<file path="src/hw/rtl/ppmp3_pkg.sv">
package ppmp3_pkg;

    // Characters the parser recognizes.
    localparam logic [7:0] CH_P       = 8'h50;
    localparam logic [7:0] CH_THREE   = 8'h33;
    localparam logic [7:0] CH_HASH    = 8'h23;
    localparam logic [7:0] CH_ZERO    = 8'h30;
    localparam logic [7:0] CH_NINE    = 8'h39;
    localparam logic [7:0] CH_NEWLINE = 8'h0A;
    localparam logic [7:0] CH_TAB     = 8'h09;
    localparam logic [7:0] CH_CR      = 8'h0D;
    localparam logic [7:0] CH_SPACE   = 8'h20;

    typedef enum logic [2:0] {
        KIND_WIDTH  = 3'd0,
        KIND_HEIGHT = 3'd1,
        KIND_MAXVAL = 3'd2,
        KIND_SAMPLE = 3'd3,
        KIND_REPORT = 3'd4
    } token_kind_t;

    typedef enum logic [2:0] {
        ST_OK          = 3'd0,
        ST_BAD_SIG     = 3'd1,
        ST_HDR_SHORT   = 3'd2,
        ST_NON_DIGIT   = 3'd3,
        ST_TOO_MANY    = 3'd4
    } status_code_t;

    typedef struct packed {
        token_kind_t  kind;
        logic [31:0]  value;
        status_code_t status;
        logic         last;
    } token_t;

endpackage

</file>
<file path="src/hw/rtl/ppmp3_limit.sv">
module ppmp3_limit #(
    parameter int SAMPLE_INDEX_BITS = 24
) (
    input  logic                         clk,
    input  logic                         rst_n,
    input  logic [31:0]                  hdr_width,
    input  logic [31:0]                  hdr_height,
    output logic [SAMPLE_INDEX_BITS:0]   limit
);
    localparam int SIB = SAMPLE_INDEX_BITS;

    logic [63:0]    prod_reg;
    logic [SIB:0]   limit_reg;
    logic [SIB:0]   limit_next;
    logic [SIB:0]   span;
    logic [SIB+1:0] triple;
    logic           prod_over;

    // Sample limit is min(width * height * 3, 2^SIB), computed over two stages.
    always_comb
    begin
        span       = {1'b1, {SIB{1'b0}}};
        prod_over  = (prod_reg[63:SIB] != '0);
        triple     = ({2'b00, prod_reg[SIB-1:0]} << 1) + {2'b00, prod_reg[SIB-1:0]};
        if (prod_over || (triple >= {1'b0, span}))
        begin
            limit_next = span;
        end
        else
        begin
            limit_next = triple[SIB:0];
        end
    end

    always_ff @(posedge clk or negedge rst_n)
    begin
        if (!rst_n)
        begin
            prod_reg  <= '0;
            limit_reg <= '0;
        end
        else
        begin
            prod_reg  <= hdr_width * hdr_height;
            limit_reg <= limit_next;
        end
    end

    assign limit = limit_reg;

endmodule

</file>
<file path="src/hw/rtl/ppmp3_parse.sv">
module ppmp3_parse #(
    parameter int SAMPLE_INDEX_BITS = 24
) (
    input  logic                          clk,
    input  logic                          rst_n,
    input  logic                          fire,
    input  logic [7:0]                    cur_byte,
    input  logic                          cur_eos,
    input  logic [SAMPLE_INDEX_BITS:0]    limit,
    output logic                          res_valid,
    output ppmp3_pkg::token_t             res,
    output logic [SAMPLE_INDEX_BITS-1:0]  res_index,
    output logic [31:0]                   hdr_width,
    output logic [31:0]                   hdr_height
);
    import ppmp3_pkg::*;

    localparam int SIB      = SAMPLE_INDEX_BITS;
    localparam int CNT_BITS = (SIB < 32) ? SIB + 1 : 32;

    typedef enum logic [2:0] {
        PH_SIG0,
        PH_SIG1,
        PH_SKIP,
        PH_BODY,
        PH_HALT
    } phase_t;

    phase_t              phase_reg, phase_next;
    logic                comment_reg, comment_next;
    logic                digits_reg, digits_next;
    logic [31:0]         acc_reg, acc_next;
    logic [1:0]          hidx_reg, hidx_next;
    logic [31:0]         width_reg, width_next;
    logic [31:0]         height_reg, height_next;
    logic [CNT_BITS-1:0] count_reg, count_next;

    logic                is_white;
    logic                is_digit;
    logic                finish;
    logic [SIB:0]        count_ext;

    always_comb
    begin
        phase_next   = phase_reg;
        comment_next = comment_reg;
        digits_next  = digits_reg;
        acc_next     = acc_reg;
        hidx_next    = hidx_reg;
        width_next   = width_reg;
        height_next  = height_reg;
        count_next   = count_reg;
        res_valid    = 1'b0;
        res.kind     = KIND_REPORT;
        res.value    = '0;
        res.status   = ST_OK;
        res.last     = 1'b0;
        res_index    = count_reg[SIB-1:0];
        finish       = 1'b0;
        count_ext    = (SIB+1)'(count_reg);
        is_white     = (cur_byte == CH_SPACE) || (cur_byte inside {[CH_TAB:CH_CR]});
        is_digit     = cur_byte inside {[CH_ZERO:CH_NINE]};

        if (cur_eos)
        begin
            res_valid    = (phase_reg != PH_HALT);
            res.value    = 32'(count_reg);
            res.status   = ((phase_reg == PH_BODY) && (hidx_reg == 2'd3)) ? ST_OK : ST_HDR_SHORT;
            res.last     = 1'b1;
            phase_next   = PH_SIG0;
            comment_next = 1'b0;
            digits_next  = 1'b0;
            acc_next     = '0;
            hidx_next    = '0;
            width_next   = '0;
            height_next  = '0;
            count_next   = '0;
        end
        else
        begin
            case (phase_reg)
                PH_SIG0, PH_SIG1:
                begin
                    if (cur_byte != ((phase_reg == PH_SIG0) ? CH_P : CH_THREE))
                    begin
                        phase_next = PH_HALT;
                        res_valid  = 1'b1;
                        res.status = ST_BAD_SIG;
                        res.last   = 1'b1;
                        res_index  = '0;
                    end
                    else
                    begin
                        phase_next = (phase_reg == PH_SIG0) ? PH_SIG1 : PH_SKIP;
                    end
                end
                PH_SKIP:
                begin
                    phase_next = PH_BODY;
                end
                PH_BODY:
                begin
                    if (comment_reg)
                    begin
                        if (cur_byte == CH_NEWLINE)
                        begin
                            comment_next = 1'b0;
                            finish       = digits_reg;
                        end
                    end
                    else if (cur_byte == CH_HASH)
                    begin
                        comment_next = 1'b1;
                    end
                    else if (is_white)
                    begin
                        finish = digits_reg;
                    end
                    else if (is_digit)
                    begin
                        acc_next    = (acc_reg << 3) + (acc_reg << 1) + 32'(cur_byte[3:0]);
                        digits_next = 1'b1;
                    end
                    else
                    begin
                        res_valid  = 1'b1;
                        res.status = ST_NON_DIGIT;
                    end
                end
                default:
                begin
                end
            endcase

            // A completed number becomes a header token, a sample or an overflow report.
            if (finish)
            begin
                acc_next    = '0;
                digits_next = 1'b0;
                res_valid   = 1'b1;
                if (hidx_reg != 2'd3)
                begin
                    res.kind  = token_kind_t'({1'b0, hidx_reg});
                    res.value = acc_reg;
                    res_index = '0;
                    hidx_next = hidx_reg + 2'd1;
                    if (hidx_reg == 2'd0)
                    begin
                        width_next = acc_reg;
                    end
                    if (hidx_reg == 2'd1)
                    begin
                        height_next = acc_reg;
                    end
                end
                else if (count_ext >= limit)
                begin
                    res.value  = {24'd0, acc_reg[7:0]};
                    res.status = ST_TOO_MANY;
                end
                else
                begin
                    res.kind   = KIND_SAMPLE;
                    res.value  = {24'd0, acc_reg[7:0]};
                    count_next = count_reg + CNT_BITS'(1);
                end
            end
        end
    end

    always_ff @(posedge clk or negedge rst_n)
    begin
        if (!rst_n)
        begin
            phase_reg   <= PH_SIG0;
            comment_reg <= 1'b0;
            digits_reg  <= 1'b0;
            acc_reg     <= '0;
            hidx_reg    <= '0;
            width_reg   <= '0;
            height_reg  <= '0;
            count_reg   <= '0;
        end
        else if (fire)
        begin
            phase_reg   <= phase_next;
            comment_reg <= comment_next;
            digits_reg  <= digits_next;
            acc_reg     <= acc_next;
            hidx_reg    <= hidx_next;
            width_reg   <= width_next;
            height_reg  <= height_next;
            count_reg   <= count_next;
        end
    end

    assign hdr_width  = width_reg;
    assign hdr_height = height_reg;

endmodule

</file>
<file path="src/hw/rtl/ppm_p3_ascii_stream_parser.sv">
// A word accepted into the input register is parsed between that register and the result
// register, and its result is taken from the result register by the consumer.
// Throughput: one word per cycle while the consumer does not hold a waiting result with
// out_stall; the sample limit comes from a two-stage multiplier.
// Reset: rst_n is asynchronous and active low; it empties both registers and returns the
// parser to waiting for the first signature byte with an empty header.
module ppm_p3_ascii_stream_parser #(
    parameter int SAMPLE_INDEX_BITS = 24
) (
    input  logic                          clk,
    input  logic                          rst_n,
    input  logic                          in_valid,
    output logic                          in_stall,
    input  logic [7:0]                    input_byte,
    input  logic                          end_of_stream,
    output logic                          out_valid,
    input  logic                          out_stall,
    output logic [2:0]                    token_kind,
    output logic [31:0]                   token_value,
    output logic [SAMPLE_INDEX_BITS-1:0]  sample_index,
    output logic [2:0]                    status_code,
    output logic                          is_last
);
    import ppmp3_pkg::*;

    localparam int SIB = SAMPLE_INDEX_BITS;

    // Input register: holds the word waiting to be parsed.
    logic           in_valid_reg;
    logic [7:0]     byte_reg;
    logic           eos_reg;

    // Result register.
    logic           out_valid_reg;
    token_t         out_tok_reg;
    logic [SIB-1:0] out_index_reg;

    logic           advance;
    logic           fire;
    logic           res_valid;
    token_t         res;
    logic [SIB-1:0] res_index;
    logic [31:0]    hdr_width;
    logic [31:0]    hdr_height;
    logic [SIB:0]   limit;

    // The parse stage moves whenever the result register is empty or being drained,
    // so a pending result blocks the next word from entering only while out_stall holds it.
    assign advance  = !out_valid_reg || !out_stall;
    assign fire     = in_valid_reg && advance;
    assign in_stall = in_valid_reg && !advance;

    always_ff @(posedge clk or negedge rst_n)
    begin
        if (!rst_n)
        begin
            in_valid_reg <= 1'b0;
        end
        else if (in_valid && !in_stall)
        begin
            in_valid_reg <= 1'b1;
        end
        else if (advance)
        begin
            in_valid_reg <= 1'b0;
        end
    end

    always_ff @(posedge clk)
    begin
        if (in_valid && !in_stall)
        begin
            byte_reg <= input_byte;
            eos_reg  <= end_of_stream;
        end
    end

    // The width and height registers feed the limit pipeline. At least four words
    // separate the height token from the first sample, so the limit has settled by then.
    ppmp3_limit #(
        .SAMPLE_INDEX_BITS (SIB)
    ) u_limit (
        .clk          (clk),
        .rst_n        (rst_n),
        .hdr_width    (hdr_width),
        .hdr_height   (hdr_height),
        .limit        (limit)
    );

    ppmp3_parse #(
        .SAMPLE_INDEX_BITS (SIB)
    ) u_parse (
        .clk          (clk),
        .rst_n        (rst_n),
        .fire         (fire),
        .cur_byte     (byte_reg),
        .cur_eos      (eos_reg),
        .limit        (limit),
        .res_valid    (res_valid),
        .res          (res),
        .res_index    (res_index),
        .hdr_width    (hdr_width),
        .hdr_height   (hdr_height)
    );

    always_ff @(posedge clk or negedge rst_n)
    begin
        if (!rst_n)
        begin
            out_valid_reg <= 1'b0;
        end
        else if (advance)
        begin
            out_valid_reg <= fire && res_valid;
        end
    end

    always_ff @(posedge clk)
    begin
        if (fire && res_valid)
        begin
            out_tok_reg   <= res;
            out_index_reg <= res_index;
        end
    end

    assign out_valid    = out_valid_reg;
    assign token_kind   = out_tok_reg.kind;
    assign token_value  = out_tok_reg.value;
    assign status_code  = out_tok_reg.status;
    assign is_last      = out_tok_reg.last;
    assign sample_index = out_index_reg;

    // The input side only backs up when a result is waiting and the consumer holds it.
    a_stall_cause: assert property (@(posedge clk) disable iff (!rst_n)
        in_stall |-> (out_valid && out_stall))
        else $error("input stalled without a blocked result");

    // A bad signature always ends the stream.
    a_badsig_last: assert property (@(posedge clk) disable iff (!rst_n)
        (out_valid && (status_code == ST_BAD_SIG)) |-> is_last)
        else $error("bad signature report not marked last");

    // Only reports carry a nonzero status.
    a_status_report: assert property (@(posedge clk) disable iff (!rst_n)
        (out_valid && (token_kind != KIND_REPORT)) |-> (status_code == ST_OK))
        else $error("status on a non-report token");

    // A result appears only after a word was parsed in the previous cycle.
    a_result_source: assert property (@(posedge clk) disable iff (!rst_n)
        $rose(out_valid) |-> $past(in_valid_reg))
        else $error("result without a parsed word");

endmodule

</file>
<file path="config.mk">
export PLATFORM = sky130hd
export DESIGN_NAME = ppm_p3_ascii_stream_parser
export DESIGN_NICKNAME = d
export VERILOG_FILES = /design/src/hw/rtl/ppmp3_pkg.sv /design/src/hw/rtl/ppmp3_limit.sv /design/src/hw/rtl/ppmp3_parse.sv /design/src/hw/rtl/ppm_p3_ascii_stream_parser.sv
export SDC_FILE = /design/constraint.sdc
export NUM_CORES = 2
export LEC_CHECK = 0
export BUFFER_PORTS_ARGS = -buffer_cell sky130_fd_sc_hd__clkbuf_2
export CELL_PAD_IN_SITES_DETAIL_PLACEMENT = 0
export CELL_PAD_IN_SITES_GLOBAL_PLACEMENT = 1
export CORE_ASPECT_RATIO = 0.75
export CORE_MARGIN = 1.5
export CORE_UTILIZATION = 40
export DETAILED_ROUTE_END_ITERATION = 7
export GPL_TIMING_DRIVEN = 0
export PLACE_DENSITY_LB_ADDON = 0.1
export SETUP_SLACK_MARGIN = 0.2
export SKIP_LAST_GASP = 1
export SLEW_MARGIN = 15
export SYNTH_ARGS = -nofsm -noshare
export SYNTH_HDL_FRONTEND = slang
export SYNTH_SLANG_ARGS = --single-unit
</file>
<file path="constraint.sdc">
create_clock -name clk -period 8.65 [get_ports clk]
set_input_delay 0.865 -clock clk [delete_from_list [all_inputs] [get_ports clk]]
set_output_delay 0.865 -clock clk [all_outputs]
set_load 0.02 [all_outputs]
</file>
==> run_results.csv <==
group,metric,value,unit
pwr,power_density,61.8,mW/mm^2
timing,setup_viol,0,
layout,final_cells,6687,
cts,postCtsHoldBufs,0,
yosys,synth_top_family_by_area,"adder cells",
drt,dr.pass1.iters,6,
floorplanning,core,0.118,sq mm
yosys,synthSimpleGateAreaFrac,16.5,%
cts,clk_path_buf_depth,3,
drt,num_vias,35454,
cts,h-tree-depth,2,
setup_path,r2r-start,"u_parse.hdr_height[7]$_DFFE_PN0P_",
yosys,syn-num-nets,6258,
timing,finalCritPeriodShare,95.7,%
timing,finalHoldViolCount,0,
pwr,vdd.ir_drop.worst,177,uV
drt,routed_wl,181000,um
yosys,synth_edf_count,72,
cts,cts_tree,"done",
pwr,p_leak,26.0,nW
layout,drive_above_1_share,8.91,%
yosys,synth_seq_area_share,16.1,%
place,port_buffers,77,
floorplanning,die_width,401,um
grt,grt_pass1_vias,36115,
timing,rsz0062_at_grt,"true",
floorplanning,row_count,109,
yosys,synth_compound_gate_area_share,6.21,%
yosys,synthCells,4970,
timing,slew_headroom,22.1,%
setup_path,critPathMostFrequentCell,"fa_1",
yosys,ys.flop_type,"dfrtp_1",
setup_path,critPathBufInv,5,
layout,largest_register_ffs,64,
yosys,synth.top_cell.area_share,37.9,%
grt,grt_overflow_total,0,
drt,avgViaCountPerCell,5.30,
yosys,synth.avg_cell_area,9.55,sq um
cts,numClockSinks,291,
floorplanning,dieArea,0.121,sq mm
cts,clock_latency,0.57,ns
timing,slew_violations,0,
yosys,synth.distinct_cells,67,
setup_path,path_max_fanout,10,
setup_path,startpoint,"u_parse.hdr_height[7]$_DFFE_PN0P_",
timing,max_freq,121,MHz
setup_path,cp.required,9.10,ns
yosys,synthArstFlopShare,75.3,%
drt,wl_per_cell,27.1,um
grt,grtUsageTotal,30.7,%
place,gp_congestion,0.998,
floorplanning,initial_core_util,40.3,%
layout,area_growth,9.11,%
run_status,status,"finished clean",
grt,grt_max_degree,96,
layout,final_util,44.0,%
yosys,yosysTopAreaCell,"fa_1",
setup_path,path_delay_family,"adder cells",
setup_path,cpPeakStageDelay,0.56,ns
job,cap_violations,0,
yosys,muxShareOfSynthArea,1.66,%
cts,cts_root_buf,"clkbuf_16",
layout,fillCellCount,11754,
grt,grt_pass1_wl,264000,um
setup_path,worstSetupPathType,"flop to flop",
yosys,synthXorXnorAreaFrac,2.07,%
yosys,synthAdderAreaFrac,47.8,%
timing,tightest_slew,1.17,ns
yosys,syn_area,0.0475,sq mm
layout,seqCellArea,0.00768,sq mm
floorplanning,die_h,301,um
drt,route.detailed.drc,0,
setup_path,r2r_slack,0.37,ns
timing,min_period,8.28,ns
place,dp_cells,6608,
grt,grt_antenna_before_repair,25,
cts,cts_buffers,34,
cts,clk_pin_slew,0.06,ns
yosys,ys_top_cells_by_area,"fa_1 (38%), dfrtp_1 (12%), ha_1 (9.9%), inv_1 (7.6%), and2_1 (7.3%)",
worst_hold_path,hold_class,"primary input to asynchronous set/reset pin",
drt,ant_nets,0,
floorplanning,io_pins,78,
timing,clock_skew,0.0254,ns
setup_path,cp-start-kind,"flop",
setup_path,cp.arrival,8.73,ns
layout,num-nets-final,6383,
yosys,synth-seq-cells,291,
place,dp_hpwl,151000,um
setup_path,worst_path_max_delay_cell,"dfrtp_1",
drt,drt_iter0_drc,3359,
layout,multi_input_area,0.0355,sq mm
yosys,yosysWarningCount,0,
setup_path,worst_setup_path_end_kind,"flop",
## logic make-up (layout without fill, tap and decap cells)
group / Yosys count / in the layout
xor+xnor: 112 / 112
fa+ha+maj: 1275 / 1275
simple gates: 1549 / 1549
mux: 70 / 70
other cells: 0 / 13
compound gates: 460 / 460
flops: 291 / 291
buf+inv: 1213 / 1363
## cell usage after synthesis, types with 4 or more instances
master and number:
nand4_1 28, mux2_2 69, clkbuf_1 248, a211oi_1 13
o21ai_0 106, or3_1 9, a31oi_1 20, xor2_1 41
nor2b_1 79, nor4_1 15, a21o_1 57, o2111ai_1 4
a311oi_1 4, xnor2_1 71, inv_1 964, o22ai_1 5
dfrtp_1 219, o211ai_1 6, ha_1 376, nand3_1 33
a211o_1 4, edfxtp_1 72, a41oi_1 4, and2_1 552
nand2_1 606, o31ai_1 11, a22o_1 24, nand2b_1 18
nor2_1 115, o21a_1 15, nor3b_1 8, nand3b_1 8
o21bai_1 24, a21oi_1 128, or2_2 8, and3_1 24
nor3_1 36, a21boi_0 5, fa_1 899
## layout by cell type, fill, tap and decap left out, types with 11 or more instances in the layout
| master | synthesis | layout |
|---|---|---|
| inv_1 | 964 | 964 |
| fa_1 | 899 | 894 |
| nand2_1 | 606 | 606 |
| and2_1 | 552 | 552 |
| ha_1 | 376 | 374 |
| dfrtp_1 | 219 | 191 |
| clkbuf_2 | 0 | 159 |
| a21oi_1 | 128 | 125 |
| nor2_1 | 115 | 115 |
| o21ai_0 | 106 | 101 |
| clkbuf_1 | 248 | 79 |
| nor2b_1 | 79 | 79 |
| edfxtp_1 | 72 | 72 |
| xnor2_1 | 71 | 70 |
| mux2_2 | 69 | 69 |
| a21o_1 | 57 | 57 |
| clkbuf_4 | 0 | 53 |
| xor2_1 | 41 | 41 |
| nor3_1 | 36 | 34 |
| clkbuf_16 | 0 | 34 |
| nand3_1 | 33 | 33 |
| nand4_1 | 28 | 28 |
| dfrtp_2 | 0 | 25 |
| and3_1 | 24 | 24 |
| o21bai_1 | 24 | 24 |
| a22o_1 | 24 | 24 |
| buf_2 | 0 | 21 |
| a31oi_1 | 20 | 18 |
| nand2b_1 | 18 | 18 |
| o21a_1 | 15 | 15 |
| nor4_1 | 15 | 14 |
| diode_2 | 0 | 13 |
| buf_4 | 0 | 12 |
| a211oi_1 | 13 | 11 |
| clkinv_2 | 0 | 11 |
## layout make-up
cell class,instances,share of cell area (%)
Sequential cell,291,14.8
Buffer,249,2.66
Antenna cell,13,0.0628
Multi-Input combinational cell,3466,68.5
Inverter,964,6.99
Clock buffer,39,1.72
Timing Repair Buffer,89,1.06
Clock inverter,22,0.413
Tap cell,1554,3.76
## worst register-to-register path, cell delays in order (launching register included)
cell and delay (ns):
dfrtp_1 0.56, clkbuf_2 0.40, and2_1 0.21, fa_1 0.45, fa_1 0.53, fa_1 0.52, inv_1 0.05, fa_1 0.51
inv_1 0.06, fa_1 0.48, fa_1 0.50, fa_1 0.50, inv_1 0.14, fa_1 0.51, inv_1 0.04, ha_1 0.36
a21oi_1 0.28, o21ai_2 0.20, a21oi_1 0.29, a31oi_1 0.15, a41oi_2 0.38, o21ai_4 0.15, a311oi_4 0.36, nor3b_1 0.11
a211oi_2 0.24, xnor2_2 0.18
## layer usage
metal  global-route usage (%)  vias up  share of wire (%)
li1                         -    15447                  -
met1                     48.3    18387                 48
met2                     41.8     1456                 39
met3                     9.05      164                 12
met4                     4.68        0                1.7
met5                        0        -                  0
## worst paths after layout
path,end,cells past startpoint
setup / recovery,u_limit.prod_reg[62]$_DFF_PN0_,25
hold / removal,in_valid_reg$_DFFE_PN0P_,1
setup reg to reg,u_limit.prod_reg[62]$_DFF_PN0_,25
hold reg to reg,u_parse.acc_reg[31]$_DFFE_PN0P_,2
max in group asynchronous,u_parse.hdr_height[9]$_DFFE_PN0P_,2
min in group clk,byte_reg[4]$_DFFE_PP_,1
## power breakdown
part,total [mW],switching [mW],internal [mW]
clock,1.45,0.633,0.813
sequential,1.49,0.0238,1.46
combinational,0.266,0.191,0.0744
total,3.20,0.848,2.35
## through the flow
stage | setup TNS, ns | cell area [sq um] | power (mW) | hold WS [ns] | setup slack (ns)
3_3_place_gp | -124.37 | 49800 | 1.78 | 0.503 | -1.70
3_5_place_dp | -19.46 | 49900 | 1.78 | 0.512 | -1.42
5_1_grt | 0 | 51800 | 3.32 | 0.252 | 0.175
4_1_cts | 0 | 51600 | 3.25 | 0.231 | 0.194
2_1_floorplan | 0 | 47500 | 1.66 | 0.444 | 1.34
6_report | 0 | 51800 | 3.20 | 0.239 | 0.370
## timing repair
action                                  4_1_cts  5_1_grt
pin swaps                                     1        5
setup buffers                                 2        3
gates resized for setup                     264      136
endpoints found under the setup margin       36       12
Power figures use the tool's default switching activity.
